`config.mk`:
```
export PLATFORM = sky130hd
export DESIGN_NAME = uart_fifo_register_block_core
export DESIGN_NICKNAME = d
export VERILOG_FILES = /design/src/rtl/ufrb_pkg.sv /design/src/rtl/uart_fifo_register_block_core.sv /design/src/rtl/ufrb_ram.sv /design/src/rtl/ufrb_front.sv /design/src/rtl/ufrb_back.sv
export SDC_FILE = /design/constraint.sdc
export NUM_CORES = 1
export LEC_CHECK = 0
export BUFFER_PORTS_ARGS = -buffer_cell sky130_fd_sc_hd__buf_2
export CAP_MARGIN = 30
export CORE_MARGIN = 4
export CORE_UTILIZATION = 55
export CTS_CLUSTER_SIZE = 16
export DETAILED_ROUTE_END_ITERATION = 16
export GPL_ROUTABILITY_DRIVEN = 0
export PLACE_DENSITY = 0.83
export SYNTH_ARGS = -nofsm -noshare
export SYNTH_HDL_FRONTEND = slang
export SYNTH_SLANG_ARGS = --single-unit
export TNS_END_PERCENT = 10
```
`constraint.sdc`:
```
create_clock -name clk -period 3 [get_ports clk]
set_input_delay 0.15 -clock clk [delete_from_list [all_inputs] [get_ports clk]]
set_output_delay 0.15 -clock clk [all_outputs]
set_load 0.03 [all_outputs]
```
`src/rtl/ufrb_pkg.sv`:
```
`timescale 1ns / 1ps
package ufrb_pkg;

  localparam int FIFO_DEPTH_DEF = 16;
  localparam int BYTE_W         = 8;

  typedef enum logic [1:0] {
    CMD_BUS_READ  = 2'd0,
    CMD_BUS_WRITE = 2'd1,
    CMD_LINE_RX   = 2'd2,
    CMD_LINE_TX   = 2'd3
  } cmd_t;

  typedef enum logic [1:0] {
    OFF_RXDATA = 2'd0,
    OFF_TXDATA = 2'd1,
    OFF_STATUS = 2'd2,
    OFF_CTRL   = 2'd3
  } reg_off_t;

  localparam int CTRL_TX_CLR_BIT = 0;
  localparam int CTRL_RX_CLR_BIT = 1;
  localparam int CTRL_IRQ_EN_BIT = 4;

  typedef enum logic [2:0] {
    OP_NONE,
    OP_RX_POP,
    OP_STATUS,
    OP_TX_PUSH,
    OP_CTRL,
    OP_RX_PUSH,
    OP_TX_POP
  } op_t;

  typedef struct packed {
    op_t              op;
    logic [BYTE_W-1:0] data;
  } op_entry_t;

  typedef struct packed {
    logic              rx_dropped;
    logic [BYTE_W-1:0] tx_byte;
    logic              tx_valid;
    logic [BYTE_W-1:0] read_data;
  } result_t;

  typedef enum logic {
    BK_IDLE,
    BK_WAIT
  } bk_state_t;

endpackage

```
`src/rtl/uart_fifo_register_block_core.sv`:
```
`timescale 1ns / 1ps
// uart register block with receive and transmit byte fifos
// input channel: one transfer per bus access or line event; in_tuser carries
//   the command (bus read, bus write, line byte received, transmitter drain)
// output channel: exactly one result transfer per input transfer, in order;
//   out_tdata has the bus read data and drained tx byte, out_tuser the
//   tx valid and rx dropped flags
// a two-entry queue sits between the decode front end and the fifo back end
// path: a result passes through the queue and the output register; a pop from
//   a non-empty fifo also passes through the registered ram read
// throughput: one transfer per cycle while the receiver takes results, except a
//   pop from a non-empty fifo, which holds the back end on the fifo ram read port
// reset: both fifos empty, interrupt enable cleared, queue and output empty;
//   fifo storage is not cleared and needs no clearing pass
// receiver stall: the result stays in the output register; the back end stops,
//   the queue fills, then in_tready drops
module uart_fifo_register_block_core
  import ufrb_pkg::*;
#(
  parameter int FIFO_DEPTH = FIFO_DEPTH_DEF
) (
  input  logic        clk,
  input  logic        rst_n,
  input  logic        in_tvalid,
  output logic        in_tready,
  input  logic [23:0] in_tdata,   // reg_offset[1:0], write_data[9:2], line_byte[17:10]
  input  logic [1:0]  in_tuser,   // cmd[1:0]
  output logic        out_tvalid,
  input  logic        out_tready,
  output logic [15:0] out_tdata,  // read_data[7:0], tx_byte[15:8]
  output logic [1:0]  out_tuser   // tx_valid[0], rx_dropped[1]
);

  logic      q_valid;
  logic      q_pop;
  op_entry_t q_entry;
  result_t   res;

  ufrb_front u_front (
    .clk        (clk),
    .rst_n      (rst_n),
    .in_valid   (in_tvalid),
    .in_ready   (in_tready),
    .cmd        (in_tuser),
    .reg_offset (in_tdata[1:0]),
    .write_data (in_tdata[9:2]),
    .line_byte  (in_tdata[17:10]),
    .q_valid    (q_valid),
    .q_entry    (q_entry),
    .q_pop      (q_pop)
  );

  ufrb_back #(.FIFO_DEPTH(FIFO_DEPTH)) u_back (
    .clk       (clk),
    .rst_n     (rst_n),
    .q_valid   (q_valid),
    .q_entry   (q_entry),
    .q_pop     (q_pop),
    .out_valid (out_tvalid),
    .out_ready (out_tready),
    .out_res   (res)
  );

  assign out_tdata = {res.tx_byte, res.read_data};
  assign out_tuser = {res.rx_dropped, res.tx_valid};

endmodule

```
`src/rtl/ufrb_ram.sv`:
```
`timescale 1ns / 1ps
module ufrb_ram #(
  parameter int WIDTH = 8,
  parameter int DEPTH = 16
) (
  input  logic                     clk,
  input  logic                     we,
  input  logic [$clog2(DEPTH)-1:0] waddr,
  input  logic [WIDTH-1:0]         wdata,
  input  logic                     re,
  input  logic [$clog2(DEPTH)-1:0] raddr,
  output logic [WIDTH-1:0]         rdata
);

  logic [WIDTH-1:0] mem_r [DEPTH];
  logic [WIDTH-1:0] rdata_r;

  always_ff @(posedge clk) begin
    if (we) begin
      mem_r[waddr] <= wdata;
    end
    if (re) begin
      rdata_r <= mem_r[raddr];
    end
  end

  assign rdata = rdata_r;

endmodule

```
`src/rtl/ufrb_front.sv`:
```
`timescale 1ns / 1ps
module ufrb_front
  import ufrb_pkg::*;
(
  input  logic        clk,
  input  logic        rst_n,
  input  logic        in_valid,
  output logic        in_ready,
  input  logic [1:0]  cmd,
  input  logic [1:0]  reg_offset,
  input  logic [7:0]  write_data,
  input  logic [7:0]  line_byte,
  output logic        q_valid,
  output op_entry_t   q_entry,
  input  logic        q_pop
);

  op_entry_t   q_mem_r [2];
  logic        q_wr_r, q_wr_nxt;
  logic        q_rd_r, q_rd_nxt;
  logic [1:0]  q_cnt_r, q_cnt_nxt;
  op_entry_t   cls;
  logic        push;

  // classify the transfer into one operation for the back end
  always_comb begin
    cls.op   = OP_NONE;
    cls.data = write_data;
    case (cmd_t'(cmd))
      CMD_BUS_READ: begin
        case (reg_off_t'(reg_offset))
          OFF_RXDATA: cls.op = OP_RX_POP;
          OFF_STATUS: cls.op = OP_STATUS;
          default:    cls.op = OP_NONE;
        endcase
      end
      CMD_BUS_WRITE: begin
        case (reg_off_t'(reg_offset))
          OFF_TXDATA: cls.op = OP_TX_PUSH;
          OFF_CTRL:   cls.op = OP_CTRL;
          default:    cls.op = OP_NONE;
        endcase
      end
      CMD_LINE_RX: begin
        cls.op   = OP_RX_PUSH;
        cls.data = line_byte;
      end
      CMD_LINE_TX: cls.op = OP_TX_POP;
      default:     cls.op = OP_NONE;
    endcase
  end

  assign in_ready = (q_cnt_r != 2'd2);
  assign push     = in_valid && in_ready;
  assign q_valid  = (q_cnt_r != 2'd0);
  assign q_entry  = q_mem_r[q_rd_r];

  always_comb begin
    q_wr_nxt  = q_wr_r;
    q_rd_nxt  = q_rd_r;
    q_cnt_nxt = q_cnt_r;
    if (push) begin
      q_wr_nxt = ~q_wr_r;
    end
    if (q_pop) begin
      q_rd_nxt = ~q_rd_r;
    end
    case ({push, q_pop})
      2'b10:   q_cnt_nxt = q_cnt_r + 2'd1;
      2'b01:   q_cnt_nxt = q_cnt_r - 2'd1;
      default: q_cnt_nxt = q_cnt_r;
    endcase
  end

  always_ff @(posedge clk) begin
    if (!rst_n) begin
      q_wr_r  <= 1'b0;
      q_rd_r  <= 1'b0;
      q_cnt_r <= 2'd0;
    end else begin
      q_wr_r  <= q_wr_nxt;
      q_rd_r  <= q_rd_nxt;
      q_cnt_r <= q_cnt_nxt;
    end
  end

  always_ff @(posedge clk) begin
    if (push) begin
      q_mem_r[q_wr_r] <= cls;
    end
  end

endmodule

```
`src/rtl/ufrb_back.sv`:
```
`timescale 1ns / 1ps
module ufrb_back
  import ufrb_pkg::*;
#(
  parameter int FIFO_DEPTH = FIFO_DEPTH_DEF
) (
  input  logic      clk,
  input  logic      rst_n,
  input  logic      q_valid,
  input  op_entry_t q_entry,
  output logic      q_pop,
  output logic      out_valid,
  input  logic      out_ready,
  output result_t   out_res
);

  localparam int PW = $clog2(FIFO_DEPTH);
  localparam int CW = $clog2(FIFO_DEPTH + 1);

  bk_state_t     state_r, state_nxt;
  logic          out_valid_r, out_valid_nxt;
  result_t       res_r, res_nxt;
  logic          pend_tx_r, pend_tx_nxt;
  logic [PW-1:0] rx_rd_r, rx_rd_nxt, tx_rd_r, tx_rd_nxt;
  logic [CW-1:0] rx_cnt_r, rx_cnt_nxt, tx_cnt_r, tx_cnt_nxt;
  logic          irq_en_r, irq_en_nxt;

  logic          rx_we, rx_re, tx_we, tx_re;
  logic [7:0]    rx_rdata, tx_rdata;
  logic [PW-1:0] rx_wa, tx_wa, rx_rd_inc, tx_rd_inc;
  logic [CW:0]   rx_sum, tx_sum;
  logic          rx_full, tx_full, out_free;
  logic [7:0]    status;

  ufrb_ram #(.WIDTH(BYTE_W), .DEPTH(FIFO_DEPTH)) u_rx_ram (
    .clk   (clk),
    .we    (rx_we),
    .waddr (rx_wa),
    .wdata (q_entry.data),
    .re    (rx_re),
    .raddr (rx_rd_r),
    .rdata (rx_rdata)
  );

  ufrb_ram #(.WIDTH(BYTE_W), .DEPTH(FIFO_DEPTH)) u_tx_ram (
    .clk   (clk),
    .we    (tx_we),
    .waddr (tx_wa),
    .wdata (q_entry.data),
    .re    (tx_re),
    .raddr (tx_rd_r),
    .rdata (tx_rdata)
  );

  // write address is read pointer plus count, wrapped at the depth
  assign rx_sum = (CW+1)'(rx_rd_r) + (CW+1)'(rx_cnt_r);
  assign tx_sum = (CW+1)'(tx_rd_r) + (CW+1)'(tx_cnt_r);
  assign rx_wa  = (rx_sum >= (CW+1)'(FIFO_DEPTH)) ? PW'(rx_sum - (CW+1)'(FIFO_DEPTH))
                                                  : PW'(rx_sum);
  assign tx_wa  = (tx_sum >= (CW+1)'(FIFO_DEPTH)) ? PW'(tx_sum - (CW+1)'(FIFO_DEPTH))
                                                  : PW'(tx_sum);
  assign rx_rd_inc = (rx_rd_r == PW'(FIFO_DEPTH - 1)) ? '0 : rx_rd_r + PW'(1);
  assign tx_rd_inc = (tx_rd_r == PW'(FIFO_DEPTH - 1)) ? '0 : tx_rd_r + PW'(1);
  assign rx_full   = (rx_cnt_r == CW'(FIFO_DEPTH));
  assign tx_full   = (tx_cnt_r == CW'(FIFO_DEPTH));
  assign status    = {3'b000, irq_en_r, tx_full, (tx_cnt_r == '0), rx_full,
                      (rx_cnt_r != '0)};
  assign out_free  = !out_valid_r || out_ready;

  always_comb begin
    state_nxt     = state_r;
    out_valid_nxt = out_valid_r;
    res_nxt       = res_r;
    pend_tx_nxt   = pend_tx_r;
    rx_rd_nxt     = rx_rd_r;
    tx_rd_nxt     = tx_rd_r;
    rx_cnt_nxt    = rx_cnt_r;
    tx_cnt_nxt    = tx_cnt_r;
    irq_en_nxt    = irq_en_r;
    rx_we         = 1'b0;
    rx_re         = 1'b0;
    tx_we         = 1'b0;
    tx_re         = 1'b0;
    q_pop         = 1'b0;
    if (out_valid_r && out_ready) begin
      out_valid_nxt = 1'b0;
    end
    case (state_r)
      BK_IDLE: begin
        if (q_valid && out_free) begin
          q_pop         = 1'b1;
          res_nxt       = '0;
          out_valid_nxt = 1'b1;
          case (q_entry.op)
            OP_RX_POP: begin
              if (rx_cnt_r != '0) begin
                rx_re         = 1'b1;
                rx_rd_nxt     = rx_rd_inc;
                rx_cnt_nxt    = rx_cnt_r - CW'(1);
                pend_tx_nxt   = 1'b0;
                out_valid_nxt = 1'b0;
                state_nxt     = BK_WAIT;
              end
            end
            OP_TX_POP: begin
              if (tx_cnt_r != '0) begin
                tx_re         = 1'b1;
                tx_rd_nxt     = tx_rd_inc;
                tx_cnt_nxt    = tx_cnt_r - CW'(1);
                pend_tx_nxt   = 1'b1;
                out_valid_nxt = 1'b0;
                state_nxt     = BK_WAIT;
              end
            end
            OP_STATUS: res_nxt.read_data = status;
            OP_TX_PUSH: begin
              if (!tx_full) begin
                tx_we      = 1'b1;
                tx_cnt_nxt = tx_cnt_r + CW'(1);
              end
            end
            OP_RX_PUSH: begin
              if (!rx_full) begin
                rx_we      = 1'b1;
                rx_cnt_nxt = rx_cnt_r + CW'(1);
              end else begin
                res_nxt.rx_dropped = 1'b1;
              end
            end
            OP_CTRL: begin
              if (q_entry.data[CTRL_TX_CLR_BIT]) begin
                tx_rd_nxt  = '0;
                tx_cnt_nxt = '0;
              end
              if (q_entry.data[CTRL_RX_CLR_BIT]) begin
                rx_rd_nxt  = '0;
                rx_cnt_nxt = '0;
              end
              irq_en_nxt = q_entry.data[CTRL_IRQ_EN_BIT];
            end
            default: res_nxt = '0;
          endcase
        end
      end
      BK_WAIT: begin
        out_valid_nxt = 1'b1;
        res_nxt       = '0;
        if (pend_tx_r) begin
          res_nxt.tx_valid = 1'b1;
          res_nxt.tx_byte  = tx_rdata;
        end else begin
          res_nxt.read_data = rx_rdata;
        end
        state_nxt = BK_IDLE;
      end
      default: state_nxt = BK_IDLE;
    endcase
  end

  always_ff @(posedge clk) begin
    if (!rst_n) begin
      state_r     <= BK_IDLE;
      out_valid_r <= 1'b0;
      rx_rd_r     <= '0;
      tx_rd_r     <= '0;
      rx_cnt_r    <= '0;
      tx_cnt_r    <= '0;
      irq_en_r    <= 1'b0;
    end else begin
      state_r     <= state_nxt;
      out_valid_r <= out_valid_nxt;
      rx_rd_r     <= rx_rd_nxt;
      tx_rd_r     <= tx_rd_nxt;
      rx_cnt_r    <= rx_cnt_nxt;
      tx_cnt_r    <= tx_cnt_nxt;
      irq_en_r    <= irq_en_nxt;
    end
  end

  always_ff @(posedge clk) begin
    res_r     <= res_nxt;
    pend_tx_r <= pend_tx_nxt;
  end

  assign out_valid = out_valid_r;
  assign out_res   = res_r;

  a_rx_cnt_range: assert property (@(posedge clk) disable iff (!rst_n)
    rx_cnt_r <= CW'(FIFO_DEPTH)) else $error("rx count past depth");
  a_tx_cnt_range: assert property (@(posedge clk) disable iff (!rst_n)
    tx_cnt_r <= CW'(FIFO_DEPTH)) else $error("tx count past depth");
  a_wait_out_free: assert property (@(posedge clk) disable iff (!rst_n)
    state_r == BK_WAIT |-> !out_valid_r) else $error("pop data with output busy");
  a_wait_delivers: assert property (@(posedge clk) disable iff (!rst_n)
    state_r == BK_WAIT |=> out_valid_r && state_r == BK_IDLE)
    else $error("pop result not presented");
  a_no_pop_in_wait: assert property (@(posedge clk) disable iff (!rst_n)
    state_r == BK_WAIT |-> !q_pop) else $error("queue popped while waiting on ram");

endmodule

```
Word-level counts from Yosys, hierarchy flattened
Memory sizes are Yosys's and may differ from the RTL's. A register that Yosys moved wholly into a read port is not among the register bits.
Cells that the tools add are included.
{"block": "word_totals", "latchBits": 0, "n_memories": 3, "rom_bits": 0, "elab_cells": 153, "ff_bits": 44, "input_bits": 30, "ram_bits": 278}
{"block": "classes", "div": 0, "n_shift": 0, "eq_ne": 27, "n_lt_le_gt_ge": 2, "n_mux": 68, "multipliers": 0, "add_sub_neg": 12, "n_reduce_logical": 23, "n_bitwise": 3}
{"name": "u_back.u_rx_ram.mem_r", "words": 16, "width": 8, "read_ports": 1, "rd_ports_with_merged_regs": 1, "wr": 1, "line_no": "ufrb_ram.sv:15", "source": "logic [WIDTH-1:0] mem_r [DEPTH];"}
{"name": "u_back.u_tx_ram.mem_r", "words": 16, "width": 8, "read_ports": 1, "rd_ports_with_merged_regs": 1, "wr": 1, "line_no": "ufrb_ram.sv:15"}
{"name": "u_front.q_mem_r", "words": 2, "width": 11, "read_ports": 1, "rd_ports_with_merged_regs": 1, "wr": 1, "line_no": "ufrb_front.sv:18", "source": "op_entry_t q_mem_r [2];"}
{"operator": "18-bit case mux with 2 select lines", "n": 1}
{"operator": "1-bit two-way mux", "n": 35}
{"operator": "5-bit two-way mux", "n": 7}
{"operator": "4-bit two-way mux", "n": 8}
{"operator": "5-bit case mux with 3 select lines", "n": 2}
{"operator": "18-bit two-way mux", "n": 1}
{"operator": "8-bit two-way mux", "n": 2}
{"operator": "4-bit case mux with 2 select lines", "n": 2}
{"operator": "5-bit AND reduction", "n": 3}
{"operator": "4-bit by 5-bit adder with 6-bit output", "n": 2}
{"operator": "6-bit by 5-bit greater-or-equal comparator with 1-bit output (second input constant)", "n": 2}
{"operator": "3-bit case mux with 4 select lines", "n": 1}
{"operator": "6-bit AND reduction", "n": 2}
{"operator": "5-bit by 1-bit adder with 5-bit output (second input constant)", "n": 2}
{"operator": "2-bit == test (second input constant)", "n": 5}
{"operator": "5-bit == test (second input constant)", "n": 2}
{"operator": "2-bit != test (second input constant)", "n": 5}
{"operator": "1-bit case mux with 2 select lines", "n": 5}
{"operator": "2-bit nonzero test", "n": 5}
{"operator": "5-bit nonzero test", "n": 2}
{"operator": "5-bit by 1-bit subtractor with 5-bit output (second input constant)", "n": 2}
{"operator": "3-bit == test (second input constant)", "n": 3}
{"operator": "9-bit two-way mux", "n": 1}
{"operator": "4-bit by 1-bit adder with 4-bit output (second input constant)", "n": 2}
{"operator": "other kinds (19)", "n": 33}

Longest topological paths before layout
{"block": "logic_depth", "word_depth": 7, "mapped_depth": 11, "mapped_depth_nobuf": 10}

Modules after synthesis
From an unflattened synthesis, not the netlist that was laid out.
{"block": "hier_totals", "cells_unflattened": 766, "area_unflattened_um2": 13965.9}
{"module": "ufrb_ram", "instances": 2, "area_per_inst_um2": 5227.5, "seq_area_each_um2": 4083.9, "cells_per_inst": 229}
{"module": "ufrb_back", "instances": 1, "area_per_inst_um2": 2344.7, "seq_area_each_um2": 991.0, "cells_per_inst": 231}
{"module": "ufrb_front", "instances": 1, "area_per_inst_um2": 1166.1, "seq_area_each_um2": 760.7, "cells_per_inst": 77}

Worst setup path before layout
OpenSTA, ideal clock, no wires.
{"block": "synth_timing", "kind": "register to register", "start": "register (tool-made name)", "end": "register u_back.tx_cnt_r[4]", "path_stages_with_launch": 11, "synth_period_minus_slack_ps": 2632, "arrival_time_ps": 2510, "setup_time_ps": 122, "setup_slack_ps": 368, "required_time_ps": 2878, "path_buffers": 1, "cell_sequence": "dfxtp_1 -> buf_6 -> or3b_1 -> nand2_1 -> nand2_1 -> fa_1 -> a21o_1 -> a21oi_1 -> xor2_1 -> nor2_1 -> o311a_1"}
{"element": "end signal, assigned", "line_no": "ufrb_back.sv:175", "source": "tx_cnt_r <= tx_cnt_nxt;"}
{"element": "end, declared", "line_no": "ufrb_back.sv:25", "source": "logic [CW-1:0] rx_cnt_r, rx_cnt_nxt, tx_cnt_r, tx_cnt_nxt;"}

==> impl_metrics.ini <==
[outcome]
status = completed

[sta]
setup_ws_ps = 221
clock_skew_ps = 20.7
period_minus_slack_ps = 2780
setup_tns_ps = 0
maxSlewHeadroom_pct = 34.0
finalCritPeriodShare_pct = 92.6
setup_viol = 0
drv_slew = 0
hold_viol_final = 0
fmax_mhz = 360
tightest_slew_ps = 989
rsz0062_at_grt = no

[critical_path]
crit_path_start_kind = flip-flop
cp_max_fo = 11
endpoint_kind = flip-flop
crit_required_ps = 3410
critPathKind = reg -> reg
arrival_ps = 3190

[routing]
routed_wl_mm = 28.8
drt-initial-drc-count = 765
via_count = 7401
drc_errors = 0
viasPerCell = 6.13
post_drt_wl_per_cell_um = 23.9
dr.pass1.iters = 5
drtAntennaViolNets = 0

[cells_and_area]
layout_common_cells = edfxtp_1, mux4_2, nor2_1
fin_nets = 908
drive_gt1_share_pct = 29.0
fillers = 1547
fin_util_pct = 65.2
areaGrowthSynthToFinish_pct = 15.2
diodes = 0
instances_no_fill = 1207
layout_commonest_cell = edfxtp_1

[floorplanning]
rows = 57
die_y_um = 167
die_width_um = 167
dieArea_um2 = 27900
core_um2 = 24600
design.portCount = 50
initial_core_util_pct = 56.6

[clock_tree]
cts_sinks = 339
hold_buffers = 17
htreeDepth = 2
clkLatencyLatePin_ps = 510
cts_tree = done
ctsResizeCount = 0
cts_setup_buffers = 0
max-clock-path-buffers = 3
path_clk_slew_ps = 60
cts_buffers = 36
cts-root-buf = clkbuf_16

[synth]
syn_inst = 740
yosysUniqueCellTypes = 67
synth-main-ff-cell = edfxtp_1
syn_nets = 790
ys_ff_latch = 339
seq_area_frac_synth_pct = 71.2
syn_area_um2 = 13900
synth_edf_count = 313
yosysWarningCount = 0
synth_area_per_cell_um2 = 18.8
async_flop_share_pct = 0

[power]
ir_worst_vdd_mv = 0.581
power_density_nw_per_um2 = 767
p_leak_nw = 5.39

[grt]
grt_pass1_wl_mm = 45.6
grt_max_degree = 38
grt_pass1_vias = 7698
overflow = 0
grtUsageTotal_pct = 21.2
antenna_found_initial = 0

[placed_design]
hpwlAfterDp_mm = 17.7
io_buffer_count = 43
place_ws_ps = 242
dp.cells = 1127

[worst_hold_path]
hold_path.class = in -> reg

[job]
drv_cap = 0
-- registers in the layout, summed over array words and instances, names as in the netlist, named ones only --
register and cells:
u_back.pend_tx_r 1, u_back.rx_rd_r 4, u_back.u_tx_ram.mem_r 128, u_front.q_mem_r 22, u_back.rx_cnt_r 5, u_back.u_tx_ram.rdata 8
u_back.out_res 18, u_back.u_rx_ram.mem_r 128, u_back.tx_cnt_r 5, u_front.q_wr_r 1, u_back.irq_en_r 1, u_back.tx_rd_r 4
u_back.out_valid 1, u_back.u_rx_ram.rdata 8, u_front.q_rd_r 1, u_front.q_cnt_r 2, u_back.state_r 1
-- worst max-delay path, cell delays in order (launching register included) --
cell and delay (ps):
dfxtp_1 410, or3b_1 430, nand2_1 140, nand2_1 160, fa_1 480, a21o_1 180, a21oi_1 270, xor2_1 210
nor2_1 60, o311a_1 330
-- where the power goes --
| part | total, mW | switching (mW) | leakage [nW] | internal, mW |
|---|---|---|---|---|
| Combinational | 2.31 | 1.51 | 1.81 | 0.794 |
| Sequential | 5.93 | 0.144 | 3.05 | 5.79 |
| Clock | 4.06 | 1.71 | 0.529 | 2.35 |
| Total | 12.3 | 3.37 | 5.39 | 8.93 |
-- cells in the mapped netlist, types with 11 or more instances --
library cell	instances	area, um^2
clkbuf_1	15	56.3
nor2_1	48	180
mux2_2	17	191
nand2_1	30	113
and3_1	15	93.8
ha_1	16	200
mux4_2	80	1800
edfxtp_1	313	9400
dfxtp_1	26	521
xnor2_1	12	105
and2_1	13	81.3
a21oi_1	12	60.1
o21ai_0	11	55.1
-- cells by family (layout without fill, tap and decap cells) --
kind of cell / Yosys count / count (layout) / synth area share, %
compound gates: 66 / 66 / 3.58
xor+xnor: 19 / 19 / 1.19
fa+ha+maj: 20 / 20 / 2.01
buf+inv: 34 / 177 / 1.10
flops: 339 / 339 / 71.2
mux: 102 / 102 / 14.8
simple gates: 160 / 160 / 6.13
-- path summary, 6_finish.rpt --
kind	from	end	slack, ps	cells past startpoint
worst max-delay path	flip-flop	u_back.tx_cnt_r[4]$_SDFFE_PN0P_	220	9
worst min-delay path	in_tdata[1]	u_front.q_mem_r[1][10]$_DFFE_PP_	30	2
worst max register to register	flip-flop	u_back.tx_cnt_r[4]$_SDFFE_PN0P_	220	9
worst min register to register	u_back.u_rx_ram.rdata[7]$_DFFE_PP_	u_back.out_res[7]$_SDFFCE_PP0P_	520	1
-- metal layers --
metal	track usage, %	wire length (um)	vias up
met1	29.8	11500	3722
met3	4.57	2330	73
met5	0	0	-
met2	33.3	13900	380
li1	-	-	3226
met4	7.62	1040	0
-- layout make-up --
| class | count | area (um^2) | share of cell area [%] |
|---|---|---|---|
| timing repair buffer | 107 | 751 | 4.68 |
| multi-input combinational | 367 | 3870 | 24.1 |
| clock buffer | 46 | 960 | 5.98 |
| inverter | 7 | 26.3 | 0.164 |
| clock inverter | 17 | 118 | 0.733 |
| tap | 324 | 405 | 2.53 |
| sequential | 339 | 9920 | 61.8 |
-- through the flow --
| step | cell area (um^2) | power [mW] | hold slack (ps) |
|---|---|---|---|
| 5_1_grt | 16000 | 12.8 | 24.2 |
| 2_1_floorplan | 13900 | 7.58 | 336 |
| 3_3_place_gp | 14800 | 8.21 | 470 |
| 3_5_place_dp | 14800 | 8.30 | 477 |
| 4_1_cts | 16000 | 12.4 | 18.1 |
| 6_report | 16000 | 12.3 | 34.4 |
(Power assumes the default switching activity.)
